## src/design/nbml_pkg.sv

```systemverilog
// Shared types, widths and codes for the nine-bit mode link.
package nbml_pkg;

  localparam int BYTE_W      = 8;
  localparam int WORD_W      = 9;
  localparam int POS_W       = 4;
  localparam int TX_CNT_W    = 12;
  localparam int RX_CNT_W    = 13;
  localparam int OP_W        = 2;
  localparam int CFG_IDX_W   = 2;
  localparam int CFG_DATA_W  = 13;

  localparam logic [POS_W-1:0] DATA_BITS = 4'd9;
  localparam logic [POS_W-1:0] STOP_POS  = 4'd10;

  localparam logic [OP_W-1:0] OP_TICK  = 2'd0;
  localparam logic [OP_W-1:0] OP_FRAME = 2'd1;
  localparam logic [OP_W-1:0] OP_LONE  = 2'd2;

  localparam logic [CFG_IDX_W-1:0] CFG_BIT_TICKS    = 2'd0;
  localparam logic [CFG_IDX_W-1:0] CFG_START_SAMPLE = 2'd1;

  localparam logic [TX_CNT_W-1:0] BIT_TICKS_RST    = 12'd104;
  localparam logic [RX_CNT_W-1:0] START_SAMPLE_RST = 13'd156;

  typedef struct packed {
    logic level;
    logic accept;
    logic busy;
  } tx_res_t;

  typedef struct packed {
    logic              valid;
    logic [BYTE_W-1:0] data;
    logic              mode;
    logic [BYTE_W-1:0] index;
  } rx_res_t;

  typedef struct packed {
    tx_res_t tx;
    rx_res_t rx;
  } res_t;

endpackage

```

## src/design/nbml_if.sv

```systemverilog
// Valid/ready channel interfaces for tick input and per-tick result.
interface nbml_in_if;
  logic                        valid;
  logic                        ready;
  logic [nbml_pkg::OP_W-1:0]   op;
  logic [nbml_pkg::BYTE_W-1:0] tx_byte;
  logic                        tx_last;
  logic                        rx_level;

  modport source (output valid, op, tx_byte, tx_last, rx_level, input ready);
  modport sink   (input valid, op, tx_byte, tx_last, rx_level, output ready);
endinterface

interface nbml_out_if;
  logic                        valid;
  logic                        ready;
  logic                        tx_level;
  logic                        tx_accept;
  logic                        tx_busy;
  logic                        rx_valid;
  logic [nbml_pkg::BYTE_W-1:0] rx_data;
  logic                        rx_mode;
  logic [nbml_pkg::BYTE_W-1:0] rx_index;

  modport source (output valid, tx_level, tx_accept, tx_busy, rx_valid, rx_data, rx_mode,
                  rx_index, input ready);
  modport sink   (input valid, tx_level, tx_accept, tx_busy, rx_valid, rx_data, rx_mode,
                  rx_index, output ready);
endinterface

```

## src/design/nbml_tx.sv

```systemverilog
// Transmit framer: bit timing, frame checksum and line level per tick.
module nbml_tx (
  input  logic                              clk,
  input  logic                              rst_n,
  input  logic                              step,
  input  logic [nbml_pkg::OP_W-1:0]         op,
  input  logic [nbml_pkg::BYTE_W-1:0]       tx_byte,
  input  logic                              tx_last,
  input  logic [nbml_pkg::TX_CNT_W-1:0]     bit_ticks,
  output nbml_pkg::tx_res_t                 res
);

  logic [nbml_pkg::WORD_W-1:0]   word_r, word_nxt;
  logic [nbml_pkg::POS_W-1:0]    pos_r, pos_nxt;
  logic [nbml_pkg::TX_CNT_W-1:0] cnt_r, cnt_nxt, cnt_inc;
  logic [nbml_pkg::BYTE_W-1:0]   sum_r, sum_nxt;
  logic                          frame_r, frame_nxt;
  logic                          pending_r, pending_nxt;
  logic                          active_r, active_nxt;
  logic                          accept;
  logic [nbml_pkg::POS_W-1:0]    bit_idx;
  logic [nbml_pkg::WORD_W-1:0]   shifted;

  assign cnt_inc = cnt_r + 12'd1;

  always_comb begin
    word_nxt    = word_r;
    pos_nxt     = pos_r;
    cnt_nxt     = cnt_r;
    sum_nxt     = sum_r;
    frame_nxt   = frame_r;
    pending_nxt = pending_r;
    active_nxt  = active_r;
    accept      = 1'b0;
    if (active_r) begin
      if (cnt_inc >= bit_ticks) begin
        cnt_nxt = '0;
        if (pos_r >= nbml_pkg::STOP_POS) begin
          active_nxt = 1'b0;
          pos_nxt    = '0;
        end else begin
          pos_nxt = pos_r + 4'd1;
        end
      end else begin
        cnt_nxt = cnt_inc;
      end
    end
    if (!active_nxt && pending_r) begin
      pending_nxt = 1'b0;
      word_nxt    = {1'b0, sum_r};
      pos_nxt     = '0;
      cnt_nxt     = '0;
      active_nxt  = 1'b1;
    end
    if (!active_nxt && !pending_nxt) begin
      case (op)
        nbml_pkg::OP_FRAME: begin
          if (!frame_r) begin
            word_nxt  = {1'b1, tx_byte};
            sum_nxt   = tx_byte;
            frame_nxt = 1'b1;
          end else begin
            word_nxt = {1'b0, tx_byte};
            sum_nxt  = sum_r + tx_byte;
          end
          if (tx_last) begin
            pending_nxt = 1'b1;
            frame_nxt   = 1'b0;
          end
          pos_nxt    = '0;
          cnt_nxt    = '0;
          active_nxt = 1'b1;
          accept     = 1'b1;
        end
        nbml_pkg::OP_LONE: begin
          word_nxt   = {1'b1, tx_byte};
          pos_nxt    = '0;
          cnt_nxt    = '0;
          active_nxt = 1'b1;
          accept     = 1'b1;
        end
        default: begin
        end
      endcase
    end
  end

  assign bit_idx = pos_nxt - 4'd1;
  assign shifted = word_nxt >> bit_idx;

  always_comb begin
    res.accept = accept;
    res.busy   = active_nxt | pending_nxt;
    if (!active_nxt || pos_nxt >= nbml_pkg::STOP_POS) begin
      res.level = 1'b1;
    end else if (pos_nxt == '0) begin
      res.level = 1'b0;
    end else begin
      res.level = shifted[0];
    end
  end

  always_ff @(posedge clk) begin
    if (!rst_n) begin
      word_r    <= '0;
      pos_r     <= '0;
      cnt_r     <= '0;
      sum_r     <= '0;
      frame_r   <= 1'b0;
      pending_r <= 1'b0;
      active_r  <= 1'b0;
    end else if (step) begin
      word_r    <= word_nxt;
      pos_r     <= pos_nxt;
      cnt_r     <= cnt_nxt;
      sum_r     <= sum_nxt;
      frame_r   <= frame_nxt;
      pending_r <= pending_nxt;
      active_r  <= active_nxt;
    end
  end

`ifndef SYNTHESIS
  a_pending_out_of_frame: assert property (@(posedge clk) disable iff (!rst_n)
    pending_r |-> !frame_r)
    else $error("checksum pending while frame still open");
  a_pos_range: assert property (@(posedge clk) disable iff (!rst_n)
    active_r |-> pos_r <= nbml_pkg::STOP_POS)
    else $error("transmit bit position out of range");
`endif

endmodule

```

## src/design/nbml_rx.sv

```systemverilog
// Receive sampler: start detect, bit sampling and frame index per tick.
module nbml_rx (
  input  logic                          clk,
  input  logic                          rst_n,
  input  logic                          step,
  input  logic                          rx_level,
  input  logic [nbml_pkg::TX_CNT_W-1:0] bit_ticks,
  input  logic [nbml_pkg::RX_CNT_W-1:0] start_sample,
  output nbml_pkg::rx_res_t             res
);

  typedef enum logic [1:0] {
    RX_IDLE,
    RX_FIRST,
    RX_BITS,
    RX_STOP
  } phase_t;

  phase_t                        phase_r, phase_nxt;
  logic [nbml_pkg::RX_CNT_W-1:0] cnt_r, cnt_nxt, cnt_inc, bt_ext;
  logic [nbml_pkg::POS_W-1:0]    pos_r, pos_nxt, pos_inc;
  logic [nbml_pkg::WORD_W-1:0]   word_r, word_nxt;
  logic [nbml_pkg::BYTE_W-1:0]   position_r, position_nxt;

  assign cnt_inc = cnt_r + 13'd1;
  assign bt_ext  = {1'b0, bit_ticks};
  assign pos_inc = pos_r + 4'd1;

  always_comb begin
    phase_nxt    = phase_r;
    cnt_nxt      = cnt_r;
    pos_nxt      = pos_r;
    word_nxt     = word_r;
    position_nxt = position_r;
    res          = '0;
    case (phase_r)
      RX_IDLE: begin
        if (!rx_level) begin
          phase_nxt = RX_FIRST;
          cnt_nxt   = '0;
          word_nxt  = '0;
          pos_nxt   = '0;
        end
      end
      RX_FIRST: begin
        cnt_nxt = cnt_inc;
        if (cnt_inc >= start_sample) begin
          word_nxt  = {{(nbml_pkg::WORD_W-1){1'b0}}, rx_level};
          pos_nxt   = 4'd1;
          cnt_nxt   = '0;
          phase_nxt = RX_BITS;
        end
      end
      RX_BITS: begin
        cnt_nxt = cnt_inc;
        if (cnt_inc >= bt_ext) begin
          cnt_nxt = '0;
          if (pos_r < nbml_pkg::DATA_BITS) begin
            word_nxt = word_r | (nbml_pkg::WORD_W'(rx_level) << pos_r);
          end
          pos_nxt = pos_inc;
          if (pos_inc >= nbml_pkg::DATA_BITS) begin
            res.valid    = 1'b1;
            res.data     = word_nxt[nbml_pkg::BYTE_W-1:0];
            res.mode     = word_nxt[nbml_pkg::WORD_W-1];
            res.index    = position_r;
            position_nxt = word_nxt[nbml_pkg::WORD_W-1] ? '0 : position_r + 8'd1;
            phase_nxt    = RX_STOP;
          end
        end
      end
      default: begin
        cnt_nxt = cnt_inc;
        if (cnt_inc >= bt_ext) begin
          cnt_nxt   = '0;
          phase_nxt = RX_IDLE;
        end
      end
    endcase
  end

  always_ff @(posedge clk) begin
    if (!rst_n) begin
      phase_r    <= RX_IDLE;
      cnt_r      <= '0;
      pos_r      <= '0;
      word_r     <= '0;
      position_r <= '0;
    end else if (step) begin
      phase_r    <= phase_nxt;
      cnt_r      <= cnt_nxt;
      pos_r      <= pos_nxt;
      word_r     <= word_nxt;
      position_r <= position_nxt;
    end
  end

`ifndef SYNTHESIS
  a_valid_from_bits: assert property (@(posedge clk) disable iff (!rst_n)
    res.valid |-> (phase_r == RX_BITS && phase_nxt == RX_STOP))
    else $error("receive word completed outside data phase");
  a_bits_pos: assert property (@(posedge clk) disable iff (!rst_n)
    phase_r == RX_BITS |-> (pos_r >= 4'd1 && pos_r < nbml_pkg::DATA_BITS))
    else $error("receive bit position out of range");
`endif

endmodule

```

## src/design/nbml_obuf.sv

```systemverilog
// Output register with skid stage for per-tick results.
module nbml_obuf (
  input  logic           clk,
  input  logic           rst_n,
  input  logic           push,
  input  nbml_pkg::res_t push_data,
  output logic           push_ready,
  output logic           out_valid,
  input  logic           out_ready,
  output nbml_pkg::res_t out_data
);

  logic           out_valid_r;
  logic           skid_valid_r;
  nbml_pkg::res_t out_data_r;
  nbml_pkg::res_t skid_data_r;
  logic           take;

  assign take       = out_valid_r & out_ready;
  assign push_ready = !skid_valid_r;
  assign out_valid  = out_valid_r;
  assign out_data   = out_data_r;

  always_ff @(posedge clk) begin
    if (!rst_n) begin
      out_valid_r  <= 1'b0;
      skid_valid_r <= 1'b0;
    end else if (skid_valid_r) begin
      if (take) begin
        out_data_r   <= skid_data_r;
        skid_valid_r <= 1'b0;
      end
    end else if (push) begin
      if (!out_valid_r || take) begin
        out_data_r  <= push_data;
        out_valid_r <= 1'b1;
      end else begin
        skid_data_r  <= push_data;
        skid_valid_r <= 1'b1;
      end
    end else if (take) begin
      out_valid_r <= 1'b0;
    end
  end

`ifndef SYNTHESIS
  a_skid_behind_out: assert property (@(posedge clk) disable iff (!rst_n)
    skid_valid_r |-> out_valid_r)
    else $error("skid entry held with empty output register");
  a_stall_fills_skid: assert property (@(posedge clk) disable iff (!rst_n)
    (push && push_ready && out_valid_r && !out_ready) |=> skid_valid_r)
    else $error("stalled transfer not captured in skid stage");
`endif

endmodule

```

## src/design/nine_bit_mode_link.sv

```systemverilog
// Top level: nine-bit mode link with config registers and result buffering.
// Each accepted input transfer is one line tick and yields one result transfer.
// The result of each transfer is registered in the output register, or in the skid stage while the output stalls.
// Throughput: one tick per cycle while the skid stage is empty; in_ch.ready drops while it is full.
// Synchronous active-low reset idles both lines and loads bit_ticks 104 and
// start_sample_ticks 156; no clearing pass is needed.
module nine_bit_mode_link (
  input  logic                            clk,
  input  logic                            rst_n,
  nbml_in_if.sink                         in_ch,
  nbml_out_if.source                      out_ch,
  input  logic                            cfg_we,
  input  logic [nbml_pkg::CFG_IDX_W-1:0]  cfg_index,
  input  logic [nbml_pkg::CFG_DATA_W-1:0] cfg_data
);

  logic [nbml_pkg::TX_CNT_W-1:0] bit_ticks_r;
  logic [nbml_pkg::RX_CNT_W-1:0] start_sample_r;
  logic                          step;
  logic                          push_ready;
  nbml_pkg::tx_res_t             tx_res;
  nbml_pkg::rx_res_t             rx_res;
  nbml_pkg::res_t                res;
  nbml_pkg::res_t                out_data;

  always_ff @(posedge clk) begin
    if (!rst_n) begin
      bit_ticks_r    <= nbml_pkg::BIT_TICKS_RST;
      start_sample_r <= nbml_pkg::START_SAMPLE_RST;
    end else if (cfg_we) begin
      case (cfg_index)
        nbml_pkg::CFG_BIT_TICKS:    bit_ticks_r    <= cfg_data[nbml_pkg::TX_CNT_W-1:0];
        nbml_pkg::CFG_START_SAMPLE: start_sample_r <= cfg_data;
        default: begin
        end
      endcase
    end
  end

  assign in_ch.ready = push_ready;
  assign step        = in_ch.valid & push_ready;

  nbml_tx u_tx (
    .clk       (clk),
    .rst_n     (rst_n),
    .step      (step),
    .op        (in_ch.op),
    .tx_byte   (in_ch.tx_byte),
    .tx_last   (in_ch.tx_last),
    .bit_ticks (bit_ticks_r),
    .res       (tx_res)
  );

  nbml_rx u_rx (
    .clk          (clk),
    .rst_n        (rst_n),
    .step         (step),
    .rx_level     (in_ch.rx_level),
    .bit_ticks    (bit_ticks_r),
    .start_sample (start_sample_r),
    .res          (rx_res)
  );

  assign res.tx = tx_res;
  assign res.rx = rx_res;

  nbml_obuf u_obuf (
    .clk        (clk),
    .rst_n      (rst_n),
    .push       (step),
    .push_data  (res),
    .push_ready (push_ready),
    .out_valid  (out_ch.valid),
    .out_ready  (out_ch.ready),
    .out_data   (out_data)
  );

  assign out_ch.tx_level  = out_data.tx.level;
  assign out_ch.tx_accept = out_data.tx.accept;
  assign out_ch.tx_busy   = out_data.tx.busy;
  assign out_ch.rx_valid  = out_data.rx.valid;
  assign out_ch.rx_data   = out_data.rx.data;
  assign out_ch.rx_mode   = out_data.rx.mode;
  assign out_ch.rx_index  = out_data.rx.index;

endmodule
```

## src/flat_wrapper.sv

```systemverilog
// flat-port wrapper written by rule: the top's interface ports become plain ports
module nine_bit_mode_link_flat 
  (clk, rst_n, cfg_we, cfg_index, cfg_data, in_ch_valid, in_ch_op, in_ch_tx_byte, in_ch_tx_last, in_ch_rx_level, in_ch_ready, out_ch_valid, out_ch_tx_level, out_ch_tx_accept, out_ch_tx_busy, out_ch_rx_valid, out_ch_rx_data, out_ch_rx_mode, out_ch_rx_index, out_ch_ready);
  nbml_in_if in_ch_i ();
  nbml_out_if out_ch_i ();
  input  logic clk;
  input  logic rst_n;
  input  logic cfg_we;
  input  logic [nbml_pkg::CFG_IDX_W-1:0] cfg_index;
  input  logic [nbml_pkg::CFG_DATA_W-1:0] cfg_data;
  input wire logic [$bits(in_ch_i.valid)-1:0] in_ch_valid;
  input wire logic [$bits(in_ch_i.op)-1:0] in_ch_op;
  input wire logic [$bits(in_ch_i.tx_byte)-1:0] in_ch_tx_byte;
  input wire logic [$bits(in_ch_i.tx_last)-1:0] in_ch_tx_last;
  input wire logic [$bits(in_ch_i.rx_level)-1:0] in_ch_rx_level;
  output wire logic [$bits(in_ch_i.ready)-1:0] in_ch_ready;
  output wire logic [$bits(out_ch_i.valid)-1:0] out_ch_valid;
  output wire logic [$bits(out_ch_i.tx_level)-1:0] out_ch_tx_level;
  output wire logic [$bits(out_ch_i.tx_accept)-1:0] out_ch_tx_accept;
  output wire logic [$bits(out_ch_i.tx_busy)-1:0] out_ch_tx_busy;
  output wire logic [$bits(out_ch_i.rx_valid)-1:0] out_ch_rx_valid;
  output wire logic [$bits(out_ch_i.rx_data)-1:0] out_ch_rx_data;
  output wire logic [$bits(out_ch_i.rx_mode)-1:0] out_ch_rx_mode;
  output wire logic [$bits(out_ch_i.rx_index)-1:0] out_ch_rx_index;
  input wire logic [$bits(out_ch_i.ready)-1:0] out_ch_ready;
  assign in_ch_i.valid = in_ch_valid;
  assign in_ch_i.op = in_ch_op;
  assign in_ch_i.tx_byte = in_ch_tx_byte;
  assign in_ch_i.tx_last = in_ch_tx_last;
  assign in_ch_i.rx_level = in_ch_rx_level;
  assign in_ch_ready = in_ch_i.ready;
  assign out_ch_valid = out_ch_i.valid;
  assign out_ch_tx_level = out_ch_i.tx_level;
  assign out_ch_tx_accept = out_ch_i.tx_accept;
  assign out_ch_tx_busy = out_ch_i.tx_busy;
  assign out_ch_rx_valid = out_ch_i.rx_valid;
  assign out_ch_rx_data = out_ch_i.rx_data;
  assign out_ch_rx_mode = out_ch_i.rx_mode;
  assign out_ch_rx_index = out_ch_i.rx_index;
  assign out_ch_i.ready = out_ch_ready;
  nine_bit_mode_link u_core (.clk(clk), .rst_n(rst_n), .in_ch(in_ch_i), .out_ch(out_ch_i), .cfg_we(cfg_we), .cfg_index(cfg_index), .cfg_data(cfg_data));
endmodule
```

## config.mk

```make
export PLATFORM = sky130hd
export DESIGN_NAME = nine_bit_mode_link_flat
export DESIGN_NICKNAME = d
export VERILOG_FILES = /design/src/design/nbml_pkg.sv /design/src/design/nbml_if.sv /design/src/design/nbml_tx.sv /design/src/design/nbml_rx.sv /design/src/design/nbml_obuf.sv /design/src/design/nine_bit_mode_link.sv /design/src/flat_wrapper.sv
export SDC_FILE = /design/constraint.sdc
export NUM_CORES = 1
export LEC_CHECK = 0
export ABC_AREA = 1
export BUFFER_PORTS_ARGS = -buffer_cell sky130_fd_sc_hd__buf_2
export CAP_MARGIN = 10
export CORE_MARGIN = 2
export CORE_UTILIZATION = 40
export CTS_BUF_LIST = sky130_fd_sc_hd__clkbuf_8
export CTS_CLUSTER_DIAMETER = 80
export DETAILED_ROUTE_END_ITERATION = 10
export SLEW_MARGIN = 20
export SYNTH_ARGS = -nofsm -noshare
export SYNTH_HDL_FRONTEND = slang
export SYNTH_SLANG_ARGS = --single-unit
export TNS_END_PERCENT = 1
```

## constraint.sdc

```tcl
create_clock -name clk -period 10.82 [get_ports clk]
set_clock_uncertainty 0.05 [all_clocks]
set_input_delay 0.541 -clock clk [delete_from_list [all_inputs] [get_ports clk]]
set_output_delay 0.541 -clock clk [all_outputs]
set_load 0.01 [all_outputs]
```

Yosys cells after proc, flatten, opt, wreduce, memory -nomap -nowiden
Cells that the tools add are included.

Register bits after elaboration: 141. Latch bits: 0. Memory bits (writable): 0. Memory bits (read-only): 0. Output and inout port bits: 23. Memories: 0.

$add $sub $neg: 7. Multipliers: 0. Div/mod/pow operators: 0. Magnitude comparators: 7. Eq/ne operators: 11. Shifts and indexed selects: 2. Multiplexer cells: 67. Bitwise gates (word level): 6. Reductions and logical operators: 29.

Operator list (number): 2-to-1 mux 21 bit (4); 2-to-1 mux 9 bit (9); 2-to-1 mux 12 bit (5); 2-to-1 mux 18 bit (3); 2-to-1 mux 13 bit (3); 2-to-1 mux 4 bit (9); one-hot mux 9 bit (3 select lines) (1); one-hot mux 13 bit (2 select lines) (1); 2-to-1 mux 1 bit (22); one-hot mux 9 bit (2 select lines) (1); 2-to-1 mux 8 bit (2); adder 13 x 1 -> 13 bit (second input constant) (1); greater-or-equal comparator 13 x 12 -> 1 bit (1); greater-or-equal comparator 13 bit (1); adder 12 x 1 -> 12 bit (second input constant) (1); greater-or-equal comparator 12 bit (1); greater-or-equal comparator 4 bit (second input constant) (3); one-hot mux 4 bit (3 select lines) (1); AND reduction 4 bit (3); 2-to-1 mux 2 bit (5); inequality test 2 bit (second input constant) (5); bitwise OR 9 bit (1); << shifter 1 x 4 -> 9 bit (1); right shift 9 x 4 -> 1 bit (1); other kinds (24) (44).

Logic depth before layout (Yosys ltp)
Gate-level depths: netlist (run 1).

Depth after elaboration: 17. Mapped depth: 33. Depth with buffers taken out: 33.

Cells and area by module
Synthesis (run 1) repeated with hierarchy kept, for this count alone.

Cells, all modules: 1202. Area, all modules: 8600.7 um^2.

Modules (own cells, without submodules): nbml_rx (times used 1, cells each 464, area an instance 2980.4 um^2); nbml_tx (times used 1, cells each 456, area an instance 2945.3 um^2); nbml_obuf (times used 1, cells each 130, area an instance 1634.1 um^2); nine_bit_mode_link (times used 1, cells each 152, area an instance 1041.0 um^2).

Worst setup path before layout (run 1)
No wires, ideal clock.

Path type: register to register. Start point: register u_core.u_tx.cnt_r[0] (netlist bit). End point: register u_core.u_obuf.out_data_r, in the netlist u_core.u_obuf.out_data[20] (data pin). Setup time: 0.253 ns. Data arrival time: 3.767 ns. Required time: 10.517 ns. Slack: 6.750 ns. Cell stages (with the launch flop): 33. Clock period less this slack: 4.070 ns. Cells stage by stage: dfxtp_1 > inv_1 > nor3_1 > nand3_1 > nor3_1 > nand3_1 > nor3_1 > xor2_1 > inv_1 > ha_1 > nand2_1 > nor2_1 > nand2_1 > nor2_1 > nand2_1 > nand2_2 > nand2_1 > o21ai_0 > inv_1 > nand2_1 > inv_1 > ha_1 > nor2_1 > nand3_1 > nand2_1 > nor2_1 > nand2_1 > nand2_1 > nand2_1 > nand2_1 > nand2_1 > nand2_1 > nand2_1.

RTL lines: from (decl) (RTL line nbml_tx.sv:15) `logic [nbml_pkg::TX_CNT_W-1:0] cnt_r, cnt_nxt, cnt_inc;`; from (signal assigned) (RTL line nbml_tx.sv:115) `cnt_r <= cnt_nxt;`; to (signal assigned) (RTL line nbml_obuf.sv:30) `out_data_r <= skid_data_r;`; to (signal assigned) (RTL line nbml_obuf.sv:35) `out_data_r <= push_data;`; to (decl) (RTL line nbml_obuf.sv:15) `nbml_pkg::res_t out_data_r;`.

==> results of run 1 <==
## sequential cells by signal, summed over array words and instances, names as in the netlist, 9 cells and up
register                   cells
u_core.u_obuf.out_data        21
u_core.u_obuf.skid_data_r     21
u_core.start_sample_r         13
u_core.u_rx.cnt_r             13
u_core.bit_ticks_r            12
u_core.u_tx.cnt_r             12
u_core.u_rx.word_r             9
u_core.u_tx.word_r             9
## worst min path at each step
stage | startpoint | end | cells after the start
global route | cfg_data[2] | u_core.start_sample_r[2]$_SDFFE_PN1P_ | 3
finish | cfg_data[6] | u_core.bit_ticks_r[6]$_SDFFE_PN1P_ | 3
global placement | u_core.u_rx.word_r[2]$_SDFFE_PN0P_ | u_core.u_rx.word_r[2]$_SDFFE_PN0P_ | 2
detailed placement | u_core.u_rx.word_r[2]$_SDFFE_PN0P_ | u_core.u_rx.word_r[2]$_SDFFE_PN0P_ | 2
CTS | cfg_data[6] | u_core.bit_ticks_r[6]$_SDFFE_PN1P_ | 3
floorplan | u_core.start_sample_r[10]$_SDFFE_PN0P_ | u_core.start_sample_r[10]$_SDFFE_PN0P_ | 2
## final cells by class
type / count / area, um2 / area share, %
Tap cell: 270 / 338 / 3.76
Clock buffer: 17 / 234 / 2.60
Timing Repair Buffer: 60 / 315 / 3.50
Sequential cell: 141 / 3240 / 36.1
Multi-Input combinational cell: 756 / 4240 / 47.2
Inverter: 132 / 498 / 5.54
Clock inverter: 15 / 124 / 1.38
## worst min-delay path, cell delays in order
cell	delay (ns)
buf_2	0.09
nand2_1	0.05
o211ai_1	0.07
## logic make-up after synthesis
logic type                 Yosys count
and+or+nand+nor                    447
AOI/OAI and AO/OA                  217
buffers and inverters              168
DFF                                141
adders and majority gates           62
xor gates and xnor gates            30
## power by group through the flow
stage / sequential, W / clock, W / combinational, W
CTS: 0.000603 / 0.000408 / 0.000264
finish: 0.000603 / 0.000397 / 0.000262
detailed placement: 0.000615 / 0 / 0.000263
global route: 0.000608 / 0.000431 / 0.000305
floorplan: 0.000607 / 0 / 0.000202
global placement: 0.000615 / 0 / 0.000261
## cells in the mapped netlist (2+ instances only)
| master | instances | share of area, % |
|---|---|---|
| nand2_1 | 257 | 12 |
| inv_1 | 127 | 5.8 |
| a21oi_1 | 104 | 6.4 |
| dfxtp_1 | 99 | 24 |
| nor2_1 | 79 | 3.6 |
| o21ai_0 | 70 | 4.3 |
| ha_1 | 61 | 9.4 |
| nand3_1 | 55 | 3.4 |
| edfxtp_1 | 42 | 15 |
| clkbuf_1 | 26 | 1.2 |
| xor2_1 | 24 | 2.6 |
| o211ai_1 | 15 | 1.4 |
| nor3_1 | 13 | 0.80 |
| nor2_4 | 11 | 1.5 |
| nand4_1 | 10 | 0.77 |
| a211oi_1 | 8 | 0.74 |
| nand2_2 | 5 | 0.38 |
| xnor2_1 | 5 | 0.54 |
| buf_2 | 4 | 0.25 |
| o22ai_1 | 4 | 0.31 |
| a31oi_1 | 3 | 0.23 |
| buf_6 | 3 | 0.41 |
| nor2_2 | 3 | 0.23 |
| o21ai_2 | 3 | 0.32 |
| clkinv_1 | 2 | 0.092 |
| inv_2 | 2 | 0.092 |
| nand3_2 | 2 | 0.25 |
| nand3b_1 | 2 | 0.18 |
| nor4_1 | 2 | 0.15 |
| or2_2 | 2 | 0.15 |
## metrics by stage
step                      power, W  setup slack [ns]  hold slack (ns)
after global placement    0.000875              6.13            0.398
after floorplan           0.000809              6.75            0.385
final                      0.00126              5.92            0.269
after global routing       0.00134              5.21            0.252
after CTS                  0.00128              5.97            0.250
after detailed placement  0.000878              6.04            0.406
## routing by layer
layer,share of wire [%],vias to the layer above
met1,49,3056
met4,1.1,0
li1,-,3616
met5,0,-
met3,2.8,17
met2,47,92
==> metrics.md, run 1 <==
| Metric | Value |
|---|---|
| Run status | `finished clean` |
| Fin Setup TNS | `0 ns` |
| Register area share after synthesis | `39.7%` |
| Switching fraction of total power | `34.5%` |
| Area after detailed placement | `8640 um2` |
| Violation count after the first detailed-route iteration | `348` |
| Cell area after technology mapping | `8160 um2` |
| Leakage | `3.88 nW` |
| Arrival time worst endpoint | `5.18 ns` |
| Internal power contribution | `0.000826 W` |
| Clock transition at path regs | `0.08 ns` |
| Core Region | `20,100 um2` |
| Final weighted congestion in routability-driven placement | `0.860` |
| Main combinational cell family by area after synthesis | `simple AND/OR/NAND/NOR gates` |
| Final Max Tran Viols | `0` |
| Flip-flop and latch count after synthesis | `141` |
| First-pass GRT wire length | `30.9 mm` |
| Unrepaired setup endpoints after global routing | `no` |
| Max rail drop VDD | `0.0890 mV` |
| Worst Setup End Kind | `register` |
| Overall fraction of global-route tracks in use | `17.5%` |
| Clock insertion delay at the later pin of the skew report | `0.47 ns` |
| Count of buffers added by post-CTS timing repair for setup | `0` |
| Levels on crit path | `30` |
| Non-filler cells in the finished layout | `1,391` |
| Number of detailed-route iterations in the first pass | `5` |
| Most used cell along the critical path | `nand2_1` |
| Clock root buffer master | `clkbuf_8` |
| I/O pin count | `55` |
| Number of flops mapped to enable cells by yosys | `42` |
| Worst reg2reg setup slack | `5.92 ns` |
| Number of instances resized during post-cts repair | `0` |
| Number of placed instances with taps included | `1,359` |
| Number of distinct standard cells referenced by the synthesized netlist | `52` |
| Synthesized-area fraction occupied by ao, oa, aoi and oai cells | `14.8%` |
| Avg WL per Cell | `12.8 um` |
| Most common cell after layout, fill and taps aside | `nand2_1` |
| Share of power burned in the clock network | `31.4%` |
| Worst-case clock buffer depth | `2` |
| Worst reg2reg path endpoint | `u_core.u_obuf.out_data[20]$_DFFE_PP_` |
| Number of hold buffers added after cts | `0` |
| Met3 routing resource usage after global routing | `3.88%` |
| Vias in the first global route | `6,462` |
| Most frequent cells in the layout | `nand2_1, inv_1, a21oi_1, dfxtp_1, nor2_1` |
| Power spent charging and discharging nets | `0.000436 W` |
| # DRC | `0` |
| Crit path max-delay cell type | `dfxtp_1` |
| Comb pwr share | `20.8%` |
| Part of the power in registers | `47.8%` |
| Area share of fa/ha/maj cells after synthesis | `9.60%` |
| Post-Synthesis Mean Instance Area | `7.66 um2` |
| Hold Violations, Final | `0` |
| CP required | `11.10 ns` |
| Fin crit share | `45.2%` |
| Area enclosed by the die boundary | `21,600 um2` |
| CP Launch Point | `u_core.u_tx.cnt_r[0]$_SDFFE_PN0P_` |
| TritonCTS clock tree | `built` |
| Final design instance area without fill | `9000 um2` |
| Met1 Resource Use GR | `23.2%` |
| Number of rows created at floorplan | `52` |
| Post-Route WL | `17.8 mm` |
| Maximum number of pins on one net before global-route repair | `60` |
| Post-synthesis mux area share | `0%` |
| Busiest metal layer after global routing | `met2` |
| Inserted Clock Buffers | `17` |
| Number of vias per cell | `4.87` |
| Filler cell count | `2,050` |
| Core utilization of the finished layout | `44.7%` |
| Startpoint of the worst-slack reg-to-reg timing path | `u_core.u_tx.cnt_r[0]$_SDFFE_PN0P_` |
| Reg2Reg Depth | `30` |
| Ys Warns | `0` |
| Transition time at the pin with the least slew margin | `0.877 ns` |
| Antenna violations before repair | `0` |
| Highest net fanout along the worst path | `13` |
| FFs w/ async S/R, synth | `0%` |
| Remaining antenna violation count after routing | `0` |
| Post-synthesis to final-layout area growth | `10.2%` |
| Shortest period the worst path allows | `4.90 ns` |
| Power density over cell area | `140 nW/um2` |
| Post-synthesis simple-gate area fraction | `24.2%` |
| Antenna Cells | `0` |
| Total of endpoints with negative setup slack in the final report | `0` |
| Layout cell share with drive strength beyond 1 | `11.7%` |
| Overall die width | `147 um` |
| Startpoint type of the worst setup path | `register` |
| Initial cell density of the core | `40.6%` |
| M2 GR Usage | `29.1%` |
| Cell type group with the largest total delay on the critical path | `simple AND/OR/NAND/NOR gates` |
| Worst setup path category | `reg -> reg` |
| Flip-flop cell with the highest count after synthesis | `dfxtp_1` |
| H-tree lvl count | `4` |
| Final global-route overflow total | `0` |
| Crit path buffers/inverters | `3` |
| Xor and xnor fraction of the mapped netlist area | `3.31%` |
| Detailed placer's ending HPWL | `12.8 mm` |
| Die Height | `147 um` |
| Number of maximum-capacitance violations | `0` |
| Syn nets | `1,159` |
| Peak per-stage delay on the critical path | `0.39 ns` |
| Cells after synthesis | `1,065` |
| Endpoint of the most critical setup path | `u_core.u_obuf.out_data[20]$_DFFE_PP_` |
| Via count | `6,781` |
| Max-slew headroom | `41.4%` |
| Nets | `1,202` |
| Fmax achieved | `204 MHz` |
| Hold Crit Class | `in -> reg` |
| Number of port buffers | `54` |
| Number of clock sinks | `141` |
(Power assumes the default switching activity.)
==> inputs of run 2 (changes only) <==
ABC_AREA = 0   (was 1)
clock period = 4.8 ns   (was 10.82 ns; I/O delays follow)
==> run 2 against run 1 <==
First-iteration DRC count is 28% higher. Critical endpoint unchanged. Worst hold slack worse by 0.19 ns. Via count down 2.0%. Combinational power up 53%. Largest power group unchanged. Sequential power rose by 110%. Non-clock buffer count grew 26. Global-route usage decreased by 0.056 points.
==> metrics.md, run 2 <==
| Metric | Value |
|---|---|
| Run status | `finished clean` |
| H-tree lvl count | `4` |
| Leakage | `3.70 nW` |
| Number of rows created at floorplan | `52` |
| Inserted Clock Buffers | `17` |
| Post-synthesis to final-layout area growth | `14.5%` |
| Cell area after technology mapping | `8130 um2` |
| Register area share after synthesis | `39.9%` |
| CP required | `4.96 ns` |
| Worst setup path category | `reg -> reg` |
| Endpoint of the most critical setup path | `u_core.u_obuf.out_data[20]$_DFFE_PP_` |
| Fin Setup TNS | `0 ns` |
| Part of the power in registers | `46.4%` |
| Violation count after the first detailed-route iteration | `444` |
| Top cells by area, synth | `dfxtp_1, edfxtp_1, ha_1` |
| Worst-path cell chain | `ha_1 -> and3_2 -> nand3_2 -> nor2_2 -> nand3_1 -> xnor2_1 -> ha_1 -> and4_1 -> o2111ai_2 -> or3_1 -> a21oi_1 -> mux2i_2 -> ha_1 -> mux4_2 -> mux2i_1 -> mux2i_1 -> o21ai_1 -> mux2_2` |
| Number of vias per cell | `5.26` |
| Max-slew headroom | `39.3%` |
| Maximum number of pins on one net before global-route repair | `28` |
| FFs w/ async S/R, synth | `0%` |
| Fin worst setup slack | `0.266 ns` |
| Via count | `6,645` |
| Number of flops mapped to enable cells by yosys | `42` |
| Shortest period the worst path allows | `4.53 ns` |
| Layout cell share with drive strength beyond 1 | `14.8%` |
| Flip-flop cell with the highest count after synthesis | `dfxtp_1` |
| Overall fraction of global-route tracks in use | `17.4%` |
| First-pass GRT wire length | `30.8 mm` |
| Number of port buffers | `54` |
| Worst reg2reg setup slack | `0.27 ns` |
| Cells after synthesis | `923` |
| Reg2Reg Depth | `18` |
| Hold Crit Class | `in -> reg` |
| Met3 routing resource usage after global routing | `3.25%` |
| Worst Setup End Kind | `register` |
| Crit path max-delay cell type | `or3_1` |
| Fin crit share | `94.5%` |
| Total chip power | `0.00279 W` |
| Remaining antenna violation count after routing | `0` |
| Die Height | `147 um` |
| Transition time at the pin with the least slew margin | `0.911 ns` |
| Internal power contribution | `0.00197 W` |
| Startpoint of the worst-slack reg-to-reg timing path | `u_core.u_tx.cnt_r[0]$_SDFFE_PN0P_` |
| Power density over cell area | `299 nW/um2` |
| Most frequent cells in the layout | `nand2_1, dfxtp_1, nor2_1, a21oi_1, ha_1` |
| Number of detailed-route iterations in the first pass | `5` |
| Cell taking the most area after synthesis | `dfxtp_1` |
| Antenna Cells | `0` |
| Unrepaired setup endpoints after global routing | `no` |
| Arrival time worst endpoint | `4.70 ns` |
| Switching fraction of total power | `29.5%` |
| Vias in the first global route | `6,239` |
| Final global-route overflow total | `0` |
| Power spent charging and discharging nets | `0.000821 W` |
| Fmax achieved | `221 MHz` |
| # DRC | `0` |
| Total of endpoints with negative setup slack in the final report | `0` |
| Initial cell density of the core | `40.4%` |
| Post-Route WL | `18.2 mm` |
| Antenna violations before repair | `0` |
| Nets | `1,074` |
| Peak per-stage delay on the critical path | `0.47 ns` |
| Share of power burned in the clock network | `39.2%` |
| Hold Violations, Final | `0` |
| Avg WL per Cell | `14.4 um` |
| Syn nets | `1,017` |
| Clock root buffer master | `clkbuf_8` |
| M2 GR Usage | `27.9%` |
| Area share of the largest cell type after synthesis | `24.4%` |
| Most common cell after layout, fill and taps aside | `nand2_1` |
| Highest net fanout along the worst path | `5` |
| Detailed placer's ending HPWL | `12.7 mm` |
| Met1 Resource Use GR | `24.3%` |
| CP Launch Point | `u_core.u_tx.cnt_r[0]$_SDFFE_PN0P_` |
| Post-Synthesis Mean Instance Area | `8.81 um2` |
| Flip-flop and latch count after synthesis | `141` |
| Core utilization of the finished layout | `46.3%` |
| I/O pin count | `55` |
| Max rail drop VDD | `0.184 mV` |
| Clock transition at path regs | `0.09 ns` |
| TritonCTS clock tree | `built` |
| Startpoint type of the worst setup path | `register` |
| Overall die width | `147 um` |
| Number of maximum-capacitance violations | `0` |
| Core Region | `20,100 um2` |
| Worst reg2reg path endpoint | `u_core.u_obuf.out_data[20]$_DFFE_PP_` |
| Commonest cells in the synthesized netlist | `nand2_1, dfxtp_1, nor2_1` |
| Cell with the most instances after synthesis | `nand2_1` |
| Pre-CTS WS | `0.146 ns` |
| Busiest metal layer after global routing | `met2` |
| Final weighted congestion in routability-driven placement | `0.851` |
| Most used cell along the critical path | `ha_1` |
| Comb pwr share | `14.4%` |
| Final Max Tran Viols | `0` |
| Ys Warns | `0` |
| Worst-case clock buffer depth | `2` |
| Number of distinct standard cells referenced by the synthesized netlist | `79` |
| Area enclosed by the die boundary | `21,500 um2` |
| Clock insertion delay at the later pin of the skew report | `0.47 ns` |
| Number of clock sinks | `141` |
==> run 2: cell count changes after synthesis, sizes merged, moves of 12 or more <==
cell	delta
inv	-85
and2	+15
nand2	-144
a21o	+13
o31ai	+12
a21oi	-31
clkbuf	+13
nand3	-35
o21ai	-23
xnor2	+15
xor2	-12
==> run 2: worst min-delay path by stage <==
stage / from / endpoint / depth (start not counted)
finish: in_ch_valid / u_core.u_obuf.skid_valid_r$_SDFF_PN0_ / 3
global route: in_ch_valid / u_core.u_obuf.skid_valid_r$_SDFF_PN0_ / 3
CTS: in_ch_valid / u_core.u_obuf.skid_valid_r$_SDFF_PN0_ / 3
detailed placement: u_core.u_rx.word_r[8]$_SDFFE_PN0P_ / u_core.u_rx.word_r[8]$_SDFFE_PN0P_ / 2
global placement: u_core.u_rx.word_r[8]$_SDFFE_PN0P_ / u_core.u_rx.word_r[8]$_SDFFE_PN0P_ / 2
floorplan: out_ch_ready / u_core.u_obuf.skid_valid_r$_SDFF_PN0_ / 1
==> run 2: layout make-up <==
cell class | instances | area (um2)
Timing Repair Buffer | 86 | 548
Sequential cell | 141 | 3240
Fill cell | 1931 | 10800
Clock buffer | 17 | 234
Tap cell | 270 | 338
Clock inverter | 15 | 223
Multi-Input combinational cell | 688 | 4550
Inverter | 46 | 173
==> run 2: cells by family after synthesis <==
family                     synth area share [%]
and+or+nand+nor                            20.0
muxes                                      3.23
buffers and inverters                      4.51
DFF                                        39.9
adders and majority gates                  9.64
AOI/OAI and AO/OA                          19.0
xor gates and xnor gates                   3.65
==> run 2: layer usage <==
layer | routed length (um) | vias up
met5 | 0 | -
met4 | 189 | 0
met3 | 611 | 17
met2 | 8220 | 117
met1 | 9150 | 3094
li1 | - | 3417
==> run 2: per-stage QoR <==
step | instances | cell area, um2 | hold slack (ns)
finish | 1263 | 9310 | 0.0752
global route | 1263 | 9310 | 0.0806
CTS | 1262 | 9280 | 0.0450
detailed placement | 1215 | 8670 | 0.394
global placement | 1215 | 8670 | 0.390
floorplan | 923 | 8130 | 0.290
==> run 2: critical path, delay by kind of cell (launching register included) <==
kind	cells	cell delay, ns
AOI/OAI and AO/OA	3	0.55
xor gates and xnor gates	1	0.16
adders and majority gates	3	0.87
DFF	1	0.41
muxes	5	0.85
and+or+nand+nor	6	1.39
==> run 2: power by group through the flow <==
stage                     combinational, W  sequential, W  clock (W)
after floorplan                   0.000280        0.00131          0
after global placement            0.000385        0.00132          0
after detailed placement          0.000388        0.00132          0
after CTS                         0.000399        0.00129    0.00112
after global routing              0.000452        0.00130    0.00117
final                             0.000401        0.00129    0.00109
==> run 2: timing repair <==
item	4_1_cts	5_1_grt
setup buffers	0	1
hold endpoints to repair	28	0
hold buffers	15	0
gates resized for setup	0	8
setup endpoints to repair	0	2
==> inputs of run 3 (changes only) <==
==> constraint.sdc (replaced) <==
create_clock -name clk -period 4.8 [get_ports clk]
set_clock_uncertainty 0.05 [all_clocks]
set_input_delay 1.44 -clock clk [delete_from_list [all_inputs] [get_ports clk]]
set_output_delay 1.44 -clock clk [all_outputs]
set_load 0.01 [all_outputs]
==> run 3 against run 2 <==
Final area is 1.1% lower. Worst hold slack improved by 0.33 ns. Via count is 0.80% lower. Power rose by 0.11%. Routed wire length fell by 0.47%. Combinational power about the same. Final cell count is 1.0% lower. Die area unchanged. Largest cell class unchanged. Highest routed layer unchanged.
==> metrics.md, run 3 (synthesized netlist as in run 2, its figures left out) <==
| Metric | Value |
|---|---|
| Hold Crit Start | `u_core.bit_ticks_r[10]$_SDFFE_PN0P_` |
| Worst-path cell chain | `ha_1 -> and3_2 -> nand3_2 -> nor2_2 -> nand3_1 -> xnor2_1 -> ha_1 -> and4_1 -> o2111ai_2 -> or3_4 -> nand2_1 -> nand2_1 -> a2bb2oi_1 -> buf_4 -> ha_1 -> xnor2_2 -> mux2i_1 -> mux2i_1 -> o21ai_1 -> mux2_2` |
| Post-route met1 wirelength | `8.99 mm` |
| Overall die width | `147 um` |
| I/O pin count | `55` |
| Number of rows created at floorplan | `52` |
| Number of clock sinks | `141` |
| Pre-CTS WS | `0.120 ns` |
| Total chip power | `0.00279 W` |
| Fin crit share | `93.7%` |
| CP required | `4.96 ns` |
| Nets | `1,061` |
| Comb pwr share | `14.3%` |
| Leakage | `3.65 nW` |
| Register Area | `3240 um2` |
| Final Max Tran Viols | `0` |
| Reg2Reg Depth | `20` |
| Number of maximum-capacitance violations | `0` |
| Post-Route WL | `18.1 mm` |
| Transition time at the pin with the least slew margin | `0.916 ns` |
| Area of the multi-input gates | `4570 um2` |
| Run status | `finished clean` |
| Filler cell count | `1,984` |
| Antenna violations before repair | `0` |
| Shortest period the worst path allows | `4.50 ns` |
| Most used cell along the critical path | `ha_1` |
| Non-filler cells in the finished layout | `1,250` |
| Area enclosed by the die boundary | `21,500 um2` |
| Core Region | `20,100 um2` |
| Worst Setup End Kind | `register` |
| Detailed placer's ending HPWL | `13.0 mm` |
| Startpoint type of the worst setup path | `register` |
| Vias in the first global route | `6,183` |
| Final weighted congestion in routability-driven placement | `0.832` |
| Number of placed instances with taps included | `1,217` |
| Remaining antenna violation count after routing | `0` |
| Peak per-stage delay on the critical path | `0.46 ns` |
| Fmax achieved | `222 MHz` |
| Hold Crit Class | `reg -> reg` |
| Total of endpoints with negative setup slack in the final report | `0` |
| Startpoint of the worst-slack reg-to-reg timing path | `u_core.u_tx.cnt_r[0]$_SDFFE_PN0P_` |
| Power density over cell area | `303 nW/um2` |
| Internal power contribution | `0.00196 W` |
| Crit path max-delay cell type | `or3_4` |
| Maximum number of pins on one net before global-route repair | `50` |
| Switching fraction of total power | `29.7%` |
| Max rail drop VDD | `0.217 mV` |
| # DRC | `0` |
| Final global-route overflow total | `0` |
| Fin Setup TNS | `0 ns` |
| Fin worst setup slack | `0.301 ns` |
| Layout cell share with drive strength beyond 1 | `15.5%` |
| First-pass GRT wire length | `30.3 mm` |
| Worst-case clock buffer depth | `2` |
| Area after detailed placement | `8700 um2` |
| Number of detailed-route iterations in the first pass | `5` |
| Number of hold buffers added after cts | `0` |
| Clock transition at path regs | `0.09 ns` |
| Power spent charging and discharging nets | `0.000829 W` |
| Final design instance area without fill | `9200 um2` |
| Hold Path Depth | `2` |
| Die Height | `147 um` |
| Post-synthesis to final-layout area growth | `13.2%` |
| Endpoint with the worst hold slack | `u_core.bit_ticks_r[10]$_SDFFE_PN0P_` |
| H-tree lvl count | `4` |
| Worst reg2reg setup slack | `0.30 ns` |
| Avg WL per Cell | `14.5 um` |
| Routed wire length on met2 | `8.23 mm` |
| TritonCTS clock tree | `built` |
| Inserted Clock Buffers | `17` |
| Highest net fanout along the worst path | `5` |
| Most frequent cells in the layout | `nand2_1, dfxtp_1, nor2_1, a21oi_1, ha_1` |
| Number of vias per cell | `5.27` |
| Uppermost signal routing layer after detailed routing | `met4` |
| Max-slew headroom | `38.9%` |
| Violation count after the first detailed-route iteration | `302` |
| Share of power burned in the clock network | `39.4%` |
| Arrival time worst endpoint | `4.66 ns` |
| Met3 wire length | `560 um` |
| Clock insertion delay at the later pin of the skew report | `0.47 ns` |
| Via count | `6,592` |
| Hold Violations, Final | `0` |
| Overall fraction of global-route tracks in use | `17.2%` |
| Number of port buffers | `54` |
| Most common cell after layout, fill and taps aside | `nand2_1` |
| Antenna Cells | `0` |
| Worst reg2reg path endpoint | `u_core.u_obuf.out_data[20]$_DFFE_PP_` |
| Part of the power in registers | `46.2%` |
| Initial cell density of the core | `40.4%` |
| Worst setup path category | `reg -> reg` |
| Clock root buffer master | `clkbuf_8` |
run 3: metal layers:
metal / vias up / global-route usage, %
met1: 3070 / 23.8
li1: 3385 / -
met2: 118 / 27.5
met4: 0 / 5.53
met3: 19 / 2.88
met5: - / 0
run 3: stage by stage:
stage	util (%)	hold slack [ns]
after floorplan	-	0.382
after detailed placement	43.3	0.396
after global placement	43.3	0.390
after CTS	45.5	0.408
final	45.8	0.408
after global routing	45.8	0.430
run 3: power by group through the flow:
stage               Combinational, W  Sequential, W  Clock, W
floorplan                   0.000280        0.00131         0
global placement            0.000390        0.00132         0
detailed placement          0.000397        0.00132         0
CTS                         0.000399        0.00129   0.00113
global route                0.000449        0.00130   0.00117
finish                      0.000400        0.00129   0.00110
run 3: worst max-delay path by stage:
stage                     cells after the start  slack (ns)                                   end                              start
after floorplan                              21        0.44  u_core.u_obuf.out_data[20]$_DFFE_PP_  u_core.u_tx.cnt_r[2]$_SDFFE_PN0P_
final                                        20        0.30  u_core.u_obuf.out_data[20]$_DFFE_PP_  u_core.u_tx.cnt_r[0]$_SDFFE_PN0P_
after CTS                                    17        0.05  u_core.u_obuf.out_data[20]$_DFFE_PP_  u_core.u_tx.cnt_r[0]$_SDFFE_PN0P_
after global placement                       19        0.25  u_core.u_obuf.out_data[20]$_DFFE_PP_  u_core.u_tx.cnt_r[0]$_SDFFE_PN0P_
after global routing                         20       -0.02  u_core.u_obuf.out_data[20]$_DFFE_PP_  u_core.u_tx.cnt_r[0]$_SDFFE_PN0P_
after detailed placement                     17        0.12  u_core.u_obuf.out_data[20]$_DFFE_PP_  u_core.u_tx.cnt_r[0]$_SDFFE_PN0P_
run 3: cell type report:
cell class              count  share of cell area (%)
clock buffers              17                    2.54
clock inverters            15                    2.43
inverters                  46                    1.88
multi-input cells         688                    49.6
flip-flops and latches    141                    35.3
well taps                 270                    3.67
repair buffers             73                    4.62
run 3: worst max-delay path: cells and delay by family (launching register included):
| kind | cells | cell delay (ns) |
|---|---|---|
| buf+inv | 1 | 0.17 |
| simple gates | 8 | 1.56 |
| fa+ha+maj | 3 | 0.73 |
| mux | 3 | 0.54 |
| compound gates | 3 | 0.46 |
| flops | 1 | 0.37 |
| xor+xnor | 2 | 0.37 |
run 3: repair_timing:
| item | 4_1_cts | 5_1_grt |
|---|---|---|
| endpoints found under the setup margin | 0 | 2 |
| gates resized for setup | 0 | 13 |
| endpoints found under the hold margin | 0 | 0 |
| buffers inserted | 0 | 1 |
